===== src/rtl/md5_pkg.sv =====
// Shared types, constants and microcode program of the MD5 byte-stream digest.
`default_nettype none
package md5_pkg;

  localparam int unsigned STEP_W  = 4;
  localparam int unsigned COUNT_W = 61;

  typedef logic [STEP_W-1:0] step_t;

  typedef enum logic [3:0] {
    OP_NOP,
    OP_ACCEPT,
    OP_LOAD,
    OP_ROUND,
    OP_ADD,
    OP_PAD,
    OP_LEN,
    OP_EMIT,
    OP_INIT
  } op_e;

  typedef enum logic [2:0] {
    C_NEXT,
    C_ALWAYS,
    C_HOLD,
    C_FIN,
    C_SHORT,
    C_MORE,
    C_EMIT
  } cond_e;

  typedef struct packed {
    op_e   op;
    cond_e cond;
    step_t target;
  } uword_t;

  typedef struct packed {
    logic pos_last;
    logic short_msg;
    logic round_more;
    logic emit_last;
  } stat_t;

  localparam step_t S_WAIT   = 4'd0;
  localparam step_t S_BRANCH = 4'd1;
  localparam step_t S_LOAD0  = 4'd2;
  localparam step_t S_ROUND0 = 4'd3;
  localparam step_t S_ADD0   = 4'd4;
  localparam step_t S_PAD    = 4'd5;
  localparam step_t S_LOAD1  = 4'd6;
  localparam step_t S_ROUND1 = 4'd7;
  localparam step_t S_ADD1   = 4'd8;
  localparam step_t S_LEN    = 4'd9;
  localparam step_t S_LOAD2  = 4'd10;
  localparam step_t S_ROUND2 = 4'd11;
  localparam step_t S_ADD2   = 4'd12;
  localparam step_t S_EMIT   = 4'd13;
  localparam step_t S_INIT   = 4'd14;

  localparam logic [31:0] CHAIN_INIT [4] = '{
    32'h67452301, 32'hefcdab89, 32'h98badcfe, 32'h10325476
  };

  function automatic uword_t ucode(input step_t pc);
    uword_t w;
    w = '{op: OP_NOP, cond: C_ALWAYS, target: S_WAIT};
    case (pc)
      S_WAIT:   w = '{op: OP_ACCEPT, cond: C_HOLD,   target: S_WAIT};
      S_BRANCH: w = '{op: OP_NOP,    cond: C_FIN,    target: S_PAD};
      S_LOAD0:  w = '{op: OP_LOAD,   cond: C_NEXT,   target: S_WAIT};
      S_ROUND0: w = '{op: OP_ROUND,  cond: C_MORE,   target: S_ROUND0};
      S_ADD0:   w = '{op: OP_ADD,    cond: C_ALWAYS, target: S_WAIT};
      S_PAD:    w = '{op: OP_PAD,    cond: C_SHORT,  target: S_LOAD2};
      S_LOAD1:  w = '{op: OP_LOAD,   cond: C_NEXT,   target: S_WAIT};
      S_ROUND1: w = '{op: OP_ROUND,  cond: C_MORE,   target: S_ROUND1};
      S_ADD1:   w = '{op: OP_ADD,    cond: C_NEXT,   target: S_WAIT};
      S_LEN:    w = '{op: OP_LEN,    cond: C_NEXT,   target: S_WAIT};
      S_LOAD2:  w = '{op: OP_LOAD,   cond: C_NEXT,   target: S_WAIT};
      S_ROUND2: w = '{op: OP_ROUND,  cond: C_MORE,   target: S_ROUND2};
      S_ADD2:   w = '{op: OP_ADD,    cond: C_NEXT,   target: S_WAIT};
      S_EMIT:   w = '{op: OP_EMIT,   cond: C_EMIT,   target: S_EMIT};
      S_INIT:   w = '{op: OP_INIT,   cond: C_ALWAYS, target: S_WAIT};
      default:  w = '{op: OP_NOP,    cond: C_ALWAYS, target: S_WAIT};
    endcase
    return w;
  endfunction

  function automatic logic [31:0] k_const(input logic [5:0] i);
    logic [31:0] k;
    case (i)
      6'd0:  k = 32'hd76aa478;  6'd1:  k = 32'he8c7b756;
      6'd2:  k = 32'h242070db;  6'd3:  k = 32'hc1bdceee;
      6'd4:  k = 32'hf57c0faf;  6'd5:  k = 32'h4787c62a;
      6'd6:  k = 32'ha8304613;  6'd7:  k = 32'hfd469501;
      6'd8:  k = 32'h698098d8;  6'd9:  k = 32'h8b44f7af;
      6'd10: k = 32'hffff5bb1;  6'd11: k = 32'h895cd7be;
      6'd12: k = 32'h6b901122;  6'd13: k = 32'hfd987193;
      6'd14: k = 32'ha679438e;  6'd15: k = 32'h49b40821;
      6'd16: k = 32'hf61e2562;  6'd17: k = 32'hc040b340;
      6'd18: k = 32'h265e5a51;  6'd19: k = 32'he9b6c7aa;
      6'd20: k = 32'hd62f105d;  6'd21: k = 32'h02441453;
      6'd22: k = 32'hd8a1e681;  6'd23: k = 32'he7d3fbc8;
      6'd24: k = 32'h21e1cde6;  6'd25: k = 32'hc33707d6;
      6'd26: k = 32'hf4d50d87;  6'd27: k = 32'h455a14ed;
      6'd28: k = 32'ha9e3e905;  6'd29: k = 32'hfcefa3f8;
      6'd30: k = 32'h676f02d9;  6'd31: k = 32'h8d2a4c8a;
      6'd32: k = 32'hfffa3942;  6'd33: k = 32'h8771f681;
      6'd34: k = 32'h6d9d6122;  6'd35: k = 32'hfde5380c;
      6'd36: k = 32'ha4beea44;  6'd37: k = 32'h4bdecfa9;
      6'd38: k = 32'hf6bb4b60;  6'd39: k = 32'hbebfbc70;
      6'd40: k = 32'h289b7ec6;  6'd41: k = 32'heaa127fa;
      6'd42: k = 32'hd4ef3085;  6'd43: k = 32'h04881d05;
      6'd44: k = 32'hd9d4d039;  6'd45: k = 32'he6db99e5;
      6'd46: k = 32'h1fa27cf8;  6'd47: k = 32'hc4ac5665;
      6'd48: k = 32'hf4292244;  6'd49: k = 32'h432aff97;
      6'd50: k = 32'hab9423a7;  6'd51: k = 32'hfc93a039;
      6'd52: k = 32'h655b59c3;  6'd53: k = 32'h8f0ccc92;
      6'd54: k = 32'hffeff47d;  6'd55: k = 32'h85845dd1;
      6'd56: k = 32'h6fa87e4f;  6'd57: k = 32'hfe2ce6e0;
      6'd58: k = 32'ha3014314;  6'd59: k = 32'h4e0811a1;
      6'd60: k = 32'hf7537e82;  6'd61: k = 32'hbd3af235;
      6'd62: k = 32'h2ad7d2bb;  6'd63: k = 32'heb86d391;
      default: k = 32'h0;
    endcase
    return k;
  endfunction

  function automatic logic [4:0] rot_amt(input logic [3:0] sel);
    logic [4:0] s;
    case (sel)
      4'd0:  s = 5'd7;   4'd1:  s = 5'd12;  4'd2:  s = 5'd17;  4'd3:  s = 5'd22;
      4'd4:  s = 5'd5;   4'd5:  s = 5'd9;   4'd6:  s = 5'd14;  4'd7:  s = 5'd20;
      4'd8:  s = 5'd4;   4'd9:  s = 5'd11;  4'd10: s = 5'd16;  4'd11: s = 5'd23;
      4'd12: s = 5'd6;   4'd13: s = 5'd10;  4'd14: s = 5'd15;  4'd15: s = 5'd21;
      default: s = 5'd0;
    endcase
    return s;
  endfunction

endpackage
`default_nettype wire


===== src/rtl/md5_byte_stream_digest.sv =====
// Top level of the MD5 byte-stream digest engine.
// Usage:
//   The slave stream takes one item per handshake. tuser[0] = 0 marks a
//   message byte in tdata[7:0]; tuser[0] = 1 finishes the message.
//   Each finish item produces four items on the master stream, the digest
//   words A, B, C, D in order, each with its first digest byte in bits 7:0;
//   tuser carries the word index and tlast marks word D.
//   Throughput: a byte item is taken every cycle, except that the byte that
//   completes a 64-byte block blocks the input while the
//   shared round unit runs one MD5 step per cycle (load, 64 rounds, add).
//   Finish: one padded block, or two when the length spills into a second
//   block, then one digest word per cycle while the master side is ready;
//   each word passes through the output register on its way out.
//   A microcode program sequences all of this; ready is high only on its
//   wait step.
//   The output register holds a word while the receiver stalls, and the
//   sequencer waits on it; after word D is loaded the engine returns to its
//   initial chaining value in an init step and then takes the next message.
//   Reset (rst_ni low) loads the initial chaining value, clears the byte
//   count and empties the output register.
`default_nettype none
module md5_byte_stream_digest (
  input  wire logic        clk_i,
  input  wire logic        rst_ni,
  input  wire logic        s_axis_tvalid,
  output logic             s_axis_tready,
  input  wire logic [7:0]  s_axis_tdata,   // [7:0] data_byte
  input  wire logic [0:0]  s_axis_tuser,   // [0] req_type
  output logic             m_axis_tvalid,
  input  wire logic        m_axis_tready,
  output logic [31:0]      m_axis_tdata,   // [31:0] digest_word
  output logic [1:0]       m_axis_tuser,   // [1:0] word_index
  output logic             m_axis_tlast    // last_word
);

  md5_pkg::op_e   op;
  md5_pkg::stat_t stat;
  logic           accept;

  assign s_axis_tready = (op == md5_pkg::OP_ACCEPT);
  assign accept        = s_axis_tvalid && s_axis_tready;

  md5_seq u_seq (
    .clk_i      (clk_i),
    .rst_ni     (rst_ni),
    .accept_i   (accept),
    .req_type_i (s_axis_tuser[0]),
    .stat_i     (stat),
    .op_o       (op)
  );

  md5_dp u_dp (
    .clk_i         (clk_i),
    .rst_ni        (rst_ni),
    .op_i          (op),
    .accept_i      (accept),
    .req_type_i    (s_axis_tuser[0]),
    .data_byte_i   (s_axis_tdata),
    .out_ready_i   (m_axis_tready),
    .out_valid_o   (m_axis_tvalid),
    .digest_word_o (m_axis_tdata),
    .word_index_o  (m_axis_tuser),
    .last_word_o   (m_axis_tlast),
    .stat_o        (stat)
  );

endmodule
`default_nettype wire


===== src/rtl/md5_seq.sv =====
// Microcode sequencer: step counter, control ROM and conditional jumps.
`default_nettype none
module md5_seq (
  input  wire logic           clk_i,
  input  wire logic           rst_ni,
  input  wire logic           accept_i,
  input  wire logic           req_type_i,
  input  wire md5_pkg::stat_t stat_i,
  output md5_pkg::op_e        op_o
);

  md5_pkg::step_t  pc_q, pc_d;
  md5_pkg::uword_t uw;
  logic            fin_q, fin_d;
  logic            take;

  assign uw   = md5_pkg::ucode(pc_q);
  assign op_o = uw.op;

  always_comb begin
    case (uw.cond)
      md5_pkg::C_NEXT:   take = 1'b0;
      md5_pkg::C_ALWAYS: take = 1'b1;
      md5_pkg::C_HOLD:   take = !accept_i || (!req_type_i && !stat_i.pos_last);
      md5_pkg::C_FIN:    take = fin_q;
      md5_pkg::C_SHORT:  take = stat_i.short_msg;
      md5_pkg::C_MORE:   take = stat_i.round_more;
      md5_pkg::C_EMIT:   take = !stat_i.emit_last;
      default:           take = 1'b0;
    endcase
  end

  always_comb begin
    pc_d  = take ? uw.target : pc_q + md5_pkg::step_t'(1);
    fin_d = accept_i ? req_type_i : fin_q;
  end

  always_ff @(posedge clk_i or negedge rst_ni) begin
    if (!rst_ni) begin
      pc_q  <= md5_pkg::S_WAIT;
      fin_q <= 1'b0;
    end else begin
      pc_q  <= pc_d;
      fin_q <= fin_d;
    end
  end

  assert property (@(posedge clk_i) disable iff (!rst_ni)
    (uw.op == md5_pkg::OP_INIT) |=> (pc_q == md5_pkg::S_WAIT))
    else $error("sequencer did not return to wait after init");

endmodule
`default_nettype wire


===== src/rtl/md5_dp.sv =====
// Datapath: message buffer, byte counter, round unit, chaining value, output register.
`default_nettype none
module md5_dp (
  input  wire logic           clk_i,
  input  wire logic           rst_ni,
  input  wire md5_pkg::op_e   op_i,
  input  wire logic           accept_i,
  input  wire logic           req_type_i,
  input  wire logic [7:0]     data_byte_i,
  input  wire logic           out_ready_i,
  output logic                out_valid_o,
  output logic [31:0]         digest_word_o,
  output logic [1:0]          word_index_o,
  output logic                last_word_o,
  output md5_pkg::stat_t      stat_o
);

  logic [3:0][7:0]              msg_q [16];
  logic [md5_pkg::COUNT_W-1:0]  count_q;
  logic [31:0]                  chain_q [4];
  logic [31:0]                  a_q, b_q, c_q, d_q;
  logic [5:0]                   round_q;
  logic [1:0]                   widx_q;
  logic                         ovalid_q;
  logic [31:0]                  odata_q;
  logic [1:0]                   oidx_q;
  logic                         olast_q;

  logic [5:0]  pos;
  logic [63:0] bit_len;
  logic [31:0] f, t, rot, b_d;
  logic [3:0]  g;
  logic [4:0]  s;
  logic        oload;

  assign pos     = count_q[5:0];
  assign bit_len = {count_q, 3'b000};
  assign oload   = (op_i == md5_pkg::OP_EMIT) && (!ovalid_q || out_ready_i);

  assign stat_o.pos_last   = (pos == 6'd63);
  assign stat_o.short_msg  = (pos < 6'd56);
  assign stat_o.round_more = (round_q != 6'd63);
  assign stat_o.emit_last  = oload && (widx_q == 2'd3);

  always_comb begin
    case (round_q[5:4])
      2'd0: begin
        f = d_q ^ (b_q & (c_q ^ d_q));
        g = round_q[3:0];
      end
      2'd1: begin
        f = c_q ^ (d_q & (b_q ^ c_q));
        g = 4'((round_q[3:0] << 2) + round_q[3:0] + 4'd1);
      end
      2'd2: begin
        f = b_q ^ c_q ^ d_q;
        g = 4'((round_q[3:0] << 1) + round_q[3:0] + 4'd5);
      end
      default: begin
        f = c_q ^ (b_q | ~d_q);
        g = 4'((round_q[3:0] << 3) - round_q[3:0]);
      end
    endcase
    s   = md5_pkg::rot_amt({round_q[5:4], round_q[1:0]});
    t   = a_q + f + msg_q[g] + md5_pkg::k_const(round_q);
    rot = (t << s) | (t >> (6'd32 - {1'b0, s}));
    b_d = b_q + rot;
  end

  always_ff @(posedge clk_i) begin
    case (op_i)
      md5_pkg::OP_ACCEPT: begin
        if (accept_i && !req_type_i) begin
          msg_q[pos[5:2]][pos[1:0]] <= data_byte_i;
        end
      end
      md5_pkg::OP_PAD: begin
        for (int w = 0; w < 16; w++) begin
          for (int l = 0; l < 4; l++) begin
            if (6'(w * 4 + l) == pos) begin
              msg_q[w][l] <= 8'h80;
            end else if (6'(w * 4 + l) > pos) begin
              msg_q[w][l] <= 8'h00;
            end
          end
        end
        if (pos < 6'd56) begin
          msg_q[14] <= bit_len[31:0];
          msg_q[15] <= bit_len[63:32];
        end
      end
      md5_pkg::OP_LEN: begin
        for (int w = 0; w < 14; w++) begin
          msg_q[w] <= '0;
        end
        msg_q[14] <= bit_len[31:0];
        msg_q[15] <= bit_len[63:32];
      end
      md5_pkg::OP_LOAD: begin
        a_q <= chain_q[0];
        b_q <= chain_q[1];
        c_q <= chain_q[2];
        d_q <= chain_q[3];
      end
      md5_pkg::OP_ROUND: begin
        a_q <= d_q;
        d_q <= c_q;
        c_q <= b_q;
        b_q <= b_d;
      end
      default: begin
      end
    endcase
    if (oload) begin
      odata_q <= chain_q[widx_q];
      oidx_q  <= widx_q;
      olast_q <= (widx_q == 2'd3);
    end
  end

  always_ff @(posedge clk_i or negedge rst_ni) begin
    if (!rst_ni) begin
      count_q  <= '0;
      round_q  <= '0;
      widx_q   <= '0;
      ovalid_q <= 1'b0;
      for (int i = 0; i < 4; i++) begin
        chain_q[i] <= md5_pkg::CHAIN_INIT[i];
      end
    end else begin
      case (op_i)
        md5_pkg::OP_ACCEPT: begin
          if (accept_i && !req_type_i) begin
            count_q <= count_q + md5_pkg::COUNT_W'(1);
          end
        end
        md5_pkg::OP_LOAD: round_q <= '0;
        md5_pkg::OP_ROUND: round_q <= round_q + 6'd1;
        md5_pkg::OP_ADD: begin
          chain_q[0] <= chain_q[0] + a_q;
          chain_q[1] <= chain_q[1] + b_q;
          chain_q[2] <= chain_q[2] + c_q;
          chain_q[3] <= chain_q[3] + d_q;
        end
        md5_pkg::OP_INIT: begin
          count_q <= '0;
          for (int i = 0; i < 4; i++) begin
            chain_q[i] <= md5_pkg::CHAIN_INIT[i];
          end
        end
        default: begin
        end
      endcase
      if (oload) begin
        widx_q   <= widx_q + 2'd1;
        ovalid_q <= 1'b1;
      end else if (out_ready_i) begin
        ovalid_q <= 1'b0;
      end
    end
  end

  assign out_valid_o   = ovalid_q;
  assign digest_word_o = odata_q;
  assign word_index_o  = oidx_q;
  assign last_word_o   = olast_q;

  assert property (@(posedge clk_i) disable iff (!rst_ni)
    (op_i == md5_pkg::OP_ADD) |-> (round_q == 6'd0))
    else $error("chaining add before all 64 rounds ran");

  assert property (@(posedge clk_i) disable iff (!rst_ni)
    (op_i == md5_pkg::OP_INIT) |=> (count_q == '0) && (widx_q == 2'd0))
    else $error("counters not cleared after digest");

endmodule
`default_nettype wire

===== config.mk =====
export PLATFORM = sky130hd
export DESIGN_NAME = md5_byte_stream_digest
export DESIGN_NICKNAME = d
export VERILOG_FILES = /design/src/rtl/md5_pkg.sv /design/src/rtl/md5_byte_stream_digest.sv /design/src/rtl/md5_seq.sv /design/src/rtl/md5_dp.sv
export SDC_FILE = /design/constraint.sdc
export NUM_CORES = 2
export LEC_CHECK = 0
export BUFFER_PORTS_ARGS = -buffer_cell sky130_fd_sc_hd__buf_2
export CAP_MARGIN = 5
export CORE_MARGIN = 1
export CORE_UTILIZATION = 60
export DETAILED_ROUTE_END_ITERATION = 12
export GPL_ROUTABILITY_DRIVEN = 1
export PLACE_DENSITY_LB_ADDON = 0.05
export REMOVE_ABC_BUFFERS = 1
export SYNTH_ARGS = -nofsm -noshare
export SYNTH_HDL_FRONTEND = slang
export SYNTH_SLANG_ARGS = --single-unit

===== constraint.sdc =====
create_clock -name clk_i -period 23.5 [get_ports clk_i]
set_input_delay 2.35 -clock clk_i [delete_from_list [all_inputs] [get_ports clk_i]]
set_output_delay 2.35 -clock clk_i [all_outputs]
set_load 0.05 [all_outputs]

* After elaboration in Yosys (flattened, before gate mapping)
Memory sizes are Yosys's and may differ from the RTL's.
Index checks and enable logic that the tools add are counted.
** Word-level totals
- Bits in read-only memories :: 2304
- Output and inout port bits :: 37
- Flip-flop bits (word level) :: 366
- Memories kept :: 4
- RAM bits :: 512
** Memory list
- (name not given) :: words 64, width 32, read ports 1, clocked after memory_dff 0, wr ports 0, line md5_pkg.sv:91 : case (i)
- u_dp.msg_q :: words 16, width 32, read ports 1, clocked after memory_dff 0, wr ports 16, line md5_dp.sv:18 : logic [3:0][7:0] msg_q [16];
- (name not given) :: words 16, width 11, read ports 1, clocked after memory_dff 0, wr ports 0, line md5_pkg.sv:68 : case (pc)
- (name not given) :: words 16, width 5, read ports 1, clocked after memory_dff 0, wr ports 0, line md5_pkg.sv:131 : case (sel)
** Operators by class
- Equality and inequality tests :: 83
- Add/sub/neg operators :: 18
- Bitwise logic cells :: 148
- Mux-type cells :: 614
- Shift operators :: 2
- $lt $le $gt $ge :: 68
- Reduce and logical (&&, ||, !) cells :: 21
** Operator list (number)
- 8-bit 2-to-1 mux :: 137
- 1-bit 2-to-1 mux :: 457
- 32-bit adder :: 8
- 128-bit one-hot mux with 2 select lines :: 1
- 32-bit one-hot mux with 2 select lines :: 4
- 6-bit == test, first input constant :: 32
- 6-bit greater-than comparator, first input constant :: 32
- 32-bit bitwise XOR :: 6
- 32-bit 2-to-1 mux :: 5
- 1-bit bitwise OR :: 136
- 61-bit one-hot mux with 2 select lines :: 1
- 5-bit by 6-bit == test with 1-bit output, first input constant :: 16
- 5-bit by 6-bit greater-than comparator with 1-bit output, first input constant :: 16
- 32-bit one-hot mux with 3 select lines :: 1
- 32-bit AND :: 2
- 32-bit binary-select mux with 2-bit select :: 1
- 32-bit bitwise OR :: 2
- 61-bit by 1-bit adder with 61-bit output, second input constant :: 1
- 61-bit 2-to-1 mux :: 1
- 4-bit by 6-bit == test with 1-bit output, first input constant :: 8
- 4-bit by 6-bit greater-than comparator with 1-bit output, first input constant :: 8
- 32-bit inverter :: 1
- 32-bit OR reduction :: 1
- 32-bit by 5-bit << shifter with 32-bit output :: 1
- other kinds (43) :: 76

* Depth between registers and ports, before layout
- Depth after elaboration :: 11
- Mapped depth :: 43
- Mapped depth without buffers :: 40

* Cells and area by module
A second synthesis with hierarchy kept.
** Second synthesis, totals
- Cells, all modules :: 7021
- Area, all modules :: 59447.0 µm²
** Modules (own cells, without submodules)
- md5_dp :: times used 1, seq. area each 21300.4 µm², area each 58736.3 µm², cells each 6947
- md5_seq :: times used 1, seq. area each 125.1 µm², area each 680.7 µm², cells each 72
- md5_byte_stream_digest :: times used 1, seq. area each 0.0 µm², area each 30.0 µm², cells each 2

* Least setup slack after synthesis
OpenSTA, ideal clock, no wires.
- Path type :: register to register
- Start :: reg u_dp.round_q[2]
- End :: reg u_dp.b_q[28] (data pin)
- Clock period less this slack :: 10.668 ns
- Data arrival time :: 10.404 ns
- Data required time :: 23.236 ns
- Setup slack :: 12.832 ns
- Stages on the path, launching flop included :: 40
- Setup time :: 0.264 ns
- Cells stage by stage :: dfrtp_1 > buf_2 > inv_2 > clkbuf_1 > ha_1 > fa_1 > xnor3_1 > mux2i_1 > nand2_1 > a22oi_4 > clkbuf_1 > clkbuf_1 > o21ai_0 > fa_1 > fa_1 > inv_1 > ha_1 > fa_1 > [... 4 more ...] > a41oi_4 > o21ai_2 > xnor3_2 > mux4_2 > nand2_1 > a21boi_2 > o21ai_1 > ha_1 > a21o_1 > a2111oi_0 > a21oi_1 > nor4_1 > o41ai_1 > o41a_1 > a211o_1 > a21oi_1 > xor2_1 > o21ai_1
** Between the ends
- Word-level cells in the longest chain between the ends :: 10
- Elaborated cells between the ends (all ways) :: 15
- Those cells by class :: add/sub: 8; shift: 2; mux: 2; bitwise: 1; memory: 2
** RTL lines
- start, declared :: line md5_dp.sv:22 : logic [5:0] round_q;
- start signal, assigned :: line md5_dp.sv:138 : md5_pkg::OP_ROUND: round_q <= round_q + 6'd1;
- 4-bit adder, on equally long branches :: line md5_dp.sv:57, md5_dp.sv:53
- 4-bit by 3-bit adder with 4-bit output / 4-bit by 1-bit adder with 4-bit output (equally long branches) :: line md5_dp.sv:57, md5_dp.sv:53
- 4-bit one-hot mux with 3 select lines :: line md5_dp.sv:46 : case (round_q[5:4])
- memory read 16 x 32 bit
- 32-bit adder :: line md5_dp.sv:65 : t = a_q + f + msg_q[g] + md5_pkg::k_const(round_q);
- 32-bit adder * :: line md5_dp.sv:65
- 32-bit by 6-bit >> shifter with 32-bit output / 32-bit by 5-bit << shifter with 32-bit output (equally long branches) :: line md5_dp.sv:66 : rot = (t << s) | (t >> (6'd32 - {1'b0, s}));
- 32-bit bitwise OR * :: line md5_dp.sv:66
- 32-bit adder * :: line md5_dp.sv:67 : b_d = b_q + rot;
- 32-bit one-hot mux with 2 select lines * :: line md5_dp.sv:71 : case (op_i)
- end signal, assigned :: line md5_dp.sv:101 : b_q <= chain_q[1];
- end, declared :: line md5_dp.sv:21 : logic [31:0] a_q, b_q, c_q, d_q;
Mark *: on every way between the ends. The rest lies on a longest branch, timed or not.
A chain may end at the register's enable or synchronous reset.

* Final worst setup path
- Start :: reg u_dp.round_q[1]
- End :: reg u_dp.b_q[28] (data pin)
** Between the ends
- Word-level cells in the longest chain between the ends :: 10
- Elaborated cells between the ends (all ways) :: 17
- Those cells by class :: add/sub: 9; shift: 2; mux: 2; bitwise: 1; memory: 3
** RTL lines (line)
- 4-bit adder, on equally long branches :: md5_dp.sv:57, md5_dp.sv:53
- 4-bit by 3-bit adder with 4-bit output / 4-bit by 1-bit adder with 4-bit output (equally long branches) :: md5_dp.sv:57, md5_dp.sv:53
- 4-bit one-hot mux with 3 select lines :: md5_dp.sv:46
- memory read 16 x 32 bit
- 32-bit adder (2 in series) :: md5_dp.sv:65
- 32-bit by 6-bit >> shifter with 32-bit output / 32-bit by 5-bit << shifter with 32-bit output (equally long branches) :: md5_dp.sv:66
- 32-bit bitwise OR * :: md5_dp.sv:66
- 32-bit adder * :: md5_dp.sv:67
- 32-bit one-hot mux with 2 select lines * :: md5_dp.sv:71
Marked as above.

==> run_results.csv <==
group,metric,value,unit
timing,fin_skew,0.0351,ns
timing,fin_crit_sh,58.5,%
timing,setup_viol,0,
floorplanning,pin_count,50,
layout,postLayoutCellArea,0.0637,mm^2
cts,cts_setup_buffers,0,
worst_setup_path,cp-start-kind,"flip-flop",
synth,synth_compound_area_share,20.5,%
run_status,status,"finished clean",
timing,tightest_slew,1.37,ns
synth,synthArstFlopShare,23.1,%
synth,synth_top_family_by_area,"compound AO/OA/AOI/OAI gates",
floorplanning,die_h,317,um
pwr,powerDensity,50.1,mW/mm^2
min_path,min_path_type,"reg2reg",
synth,netlist_instances,6974,
timing,drv_slew,0,
route,first_pass_iters,9,
worst_setup_path,cp.arrival,14.17,ns
worst_setup_path,crit_required,23.91,ns
cts,cts_hold_buf,0,
synth,syn-cell-area,0.0594,mm^2
route,drt_iter0_drc,7028,
floorplanning,die-area,0.100,mm^2
cts,clk_pin_slew,0.06,ns
synth,yosysMostFrequentCell,"nand2_1",
cts,cts_tree,"built",
synth,yosysSeqAreaShare,36.1,%
layout,stdcell_count,8162,
layout,nets,7093,
synth,synth_common_cells,"nand2_1 (1476), a21oi_1 (809), nor2_1 (451)",
route,vias,55500,
synth,avgSynthCellArea,8.51,um^2
cts,root_buffer,"clkbuf_16",
synth,synth_seq_cells,878,
worst_setup_path,cp_top_family,"compound AO/OA/AOI/OAI gates",
cts,cts_sinks,878,
synth,synth-edff-count,275,
worst_setup_path,crit_buf_inv,6,
global_route,grt_max_degree,90,
timing,relSlewSlack,8.24,%
timing,tns,0,ns
floorplanning,row_count,115,
flow_run,drv_cap,0,
cts,clock_path_buffers,3,
placement,port_buffers,49,
placement,post_dp_cell_area,0.0604,mm^2
route,ant_nets,0,
synth,synth_largest_area_cell,"edfxtp_1",
timing,fin_ws,9.75,ns
route,vias_per_cell,6.80,
synth,yosys.area_share.simple,18.4,%
cts,cts_buffers,97,
synth,synth_xor_area_share,3.76,%
floorplanning,fp.dieW,317,um
pwr,power.total,0.00319,W
worst_setup_path,critical_path_class,"reg2reg",
worst_setup_path,cp_max_fo,56,
global_route,antenna_found_initial,5,
global_route,grt.overflow.total,0,
worst_setup_path,crit_path_top_delay_cell,"o21ai_4",
layout,area_delta_synth_final,7.30,%
layout,drive_gt1_share,10.0,%
pwr,p_leak,25.2,nW
pwr,ir_drop,0.0653,mV
floorplanning,start_util,60.5,%
placement,finalWeightedCongestion,1.04,
worst_setup_path,cp-end-kind,"flip-flop",
global_route,grtUsageTotal,42.7,%
route,avgRoutedWirePerCell,26.6,um
route,route.detailed.drc,0,
route,routed_wl,217,mm
cts,cts_resized,0,
synth,yosysWarnings,0,
global_route,grt_pass1_vias,52000,
synth,ys.flop_type,"dfxtp_1",
global_route,grt_pass1_wl,324,mm
floorplanning,core,0.0981,mm^2
synth,synth_top_area_share,13.9,%
synth,muxShareOfSynthArea,9.54,%
cts,worstSkewPairLatency,0.72,ns
timing,hold_viol_final,0,
synth,synth_fa_ha_area_share,7.52,%
worst_setup_path,slowest_delay,0.85,ns
placement,pre_cts_slack,10.15,ns
placement,dp.cells,7978,
cts,htreeDepth,3,
timing,rsz0062_at_grt,"no",
synth,yosys-top-cells-area,"edfxtp_1 (14%), dfxtp_1 (13%), nand2_1 (9.3%)",
timing,min_period,13.75,ns
placement,dpl.hpwl,154,mm
timing,max_freq,72.7,MHz
synth,synth.distinct_cells,117,
[stage by stage]
step	utilization [%]	hold slack (ns)
6_report	64.9	0.453
5_1_grt	64.9	0.469
4_1_cts	64.9	0.452
3_5_place_dp	61.6	0.444
3_3_place_gp	61.6	0.438
2_1_floorplan	-	0.422
[cell families (layout without fill, tap and decap cells)]
kind of cell	count (synthesis)	in the layout
muxes	335	335
AOI/OAI and AO/OA	1993	1993
buffers and inverters	636	535
adders and majority gates	321	321
xor gates and xnor gates	244	244
DFF	878	878
and+or+nand+nor	2567	2567
other	0	2
[worst min-delay path: cells and delay by family (launching register included)]
kind               cells  cell delay (ns)
DFF                    1             0.31
and+or+nand+nor        1             0.05
AOI/OAI and AO/OA      1             0.05
[final timing paths]
path / startpoint / end / slack [ns] / depth (start not counted)
min in group asynchronous: rst_ni / u_dp.chain_q[30] / 1.52 / 1
worst max register to register: u_dp.round_q[1] / u_dp.b_q[28] / 9.75 / 37
worst min-delay path: u_dp.msg_q[12][21] / u_dp.msg_q[12][21] / 0.45 / 2
worst max-delay path: u_dp.round_q[1] / u_dp.b_q[28] / 9.75 / 37
worst min register to register: u_dp.msg_q[12][21] / u_dp.msg_q[12][21] / 0.45 / 2
max in group asynchronous: rst_ni / u_dp.round_q[4] / 19.96 / 3
[routing by layer]
metal  GRT usage, %  wire [um]
met5              0         55
met1           53.5      81600
met4           26.9      16200
met2           67.6      98300
met3           8.60      21200
[placed cells by master (no fill, tap or decap), drive strengths merged, types with 67 or more instances in the layout]
cell type  netlist  layout
xnor2           93      93
edfxtp         275     275
a211oi          67      67
nand2b          73      73
a21oi          809     809
nor2           452     452
nor3            81      81
o21ai          451     451
xor2           148     148
nand3          266     266
nand2         1477    1477
clkbuf         314     143
a31oi          114     114
dfxtp          400     400
fa              70      70
mux4           179     179
buf            111     142
mux2i          111     111
inv            209     214
ha             220     220
a21o           108     108
dfrtp          139     139
[report_power, final]
part | internal [W] | leakage (nW) | switching [W]
logic | 0.00000824 | 15.2 | 0.0000341
registers | 0.00156 | 8.38 | 0.00000000000000000000984
clock network | 0.000905 | 1.60 | 0.000681
[sequential cells by signal (all words and copies together) (netlist names)]
signal              count
u_dp.chain_q          128
u_dp.round_q            6
u_seq.fin_q             1
u_dp.widx_q             2
u_dp.out_valid_o        1
u_dp.a_q               32
u_dp.last_word_o        1
u_dp.digest_word_o     32
u_dp.word_index_o       2
u_seq.pc_q              4
u_dp.msg_q            512
u_dp.count_q           61
u_dp.d_q               32
u_dp.c_q               32
u_dp.b_q               32
[cell type report]
class                      count  area, um^2
tap                         1287        1610
clock inverter                39         440
fill                        8375       34400
inverter                     211         797
clock buffer                 143        2830
timing repair buffer         142         953
antenna                        2        5.00
multi-input combinational   5460       35600
sequential                   878       21400
Power figures use the tool's default switching activity.
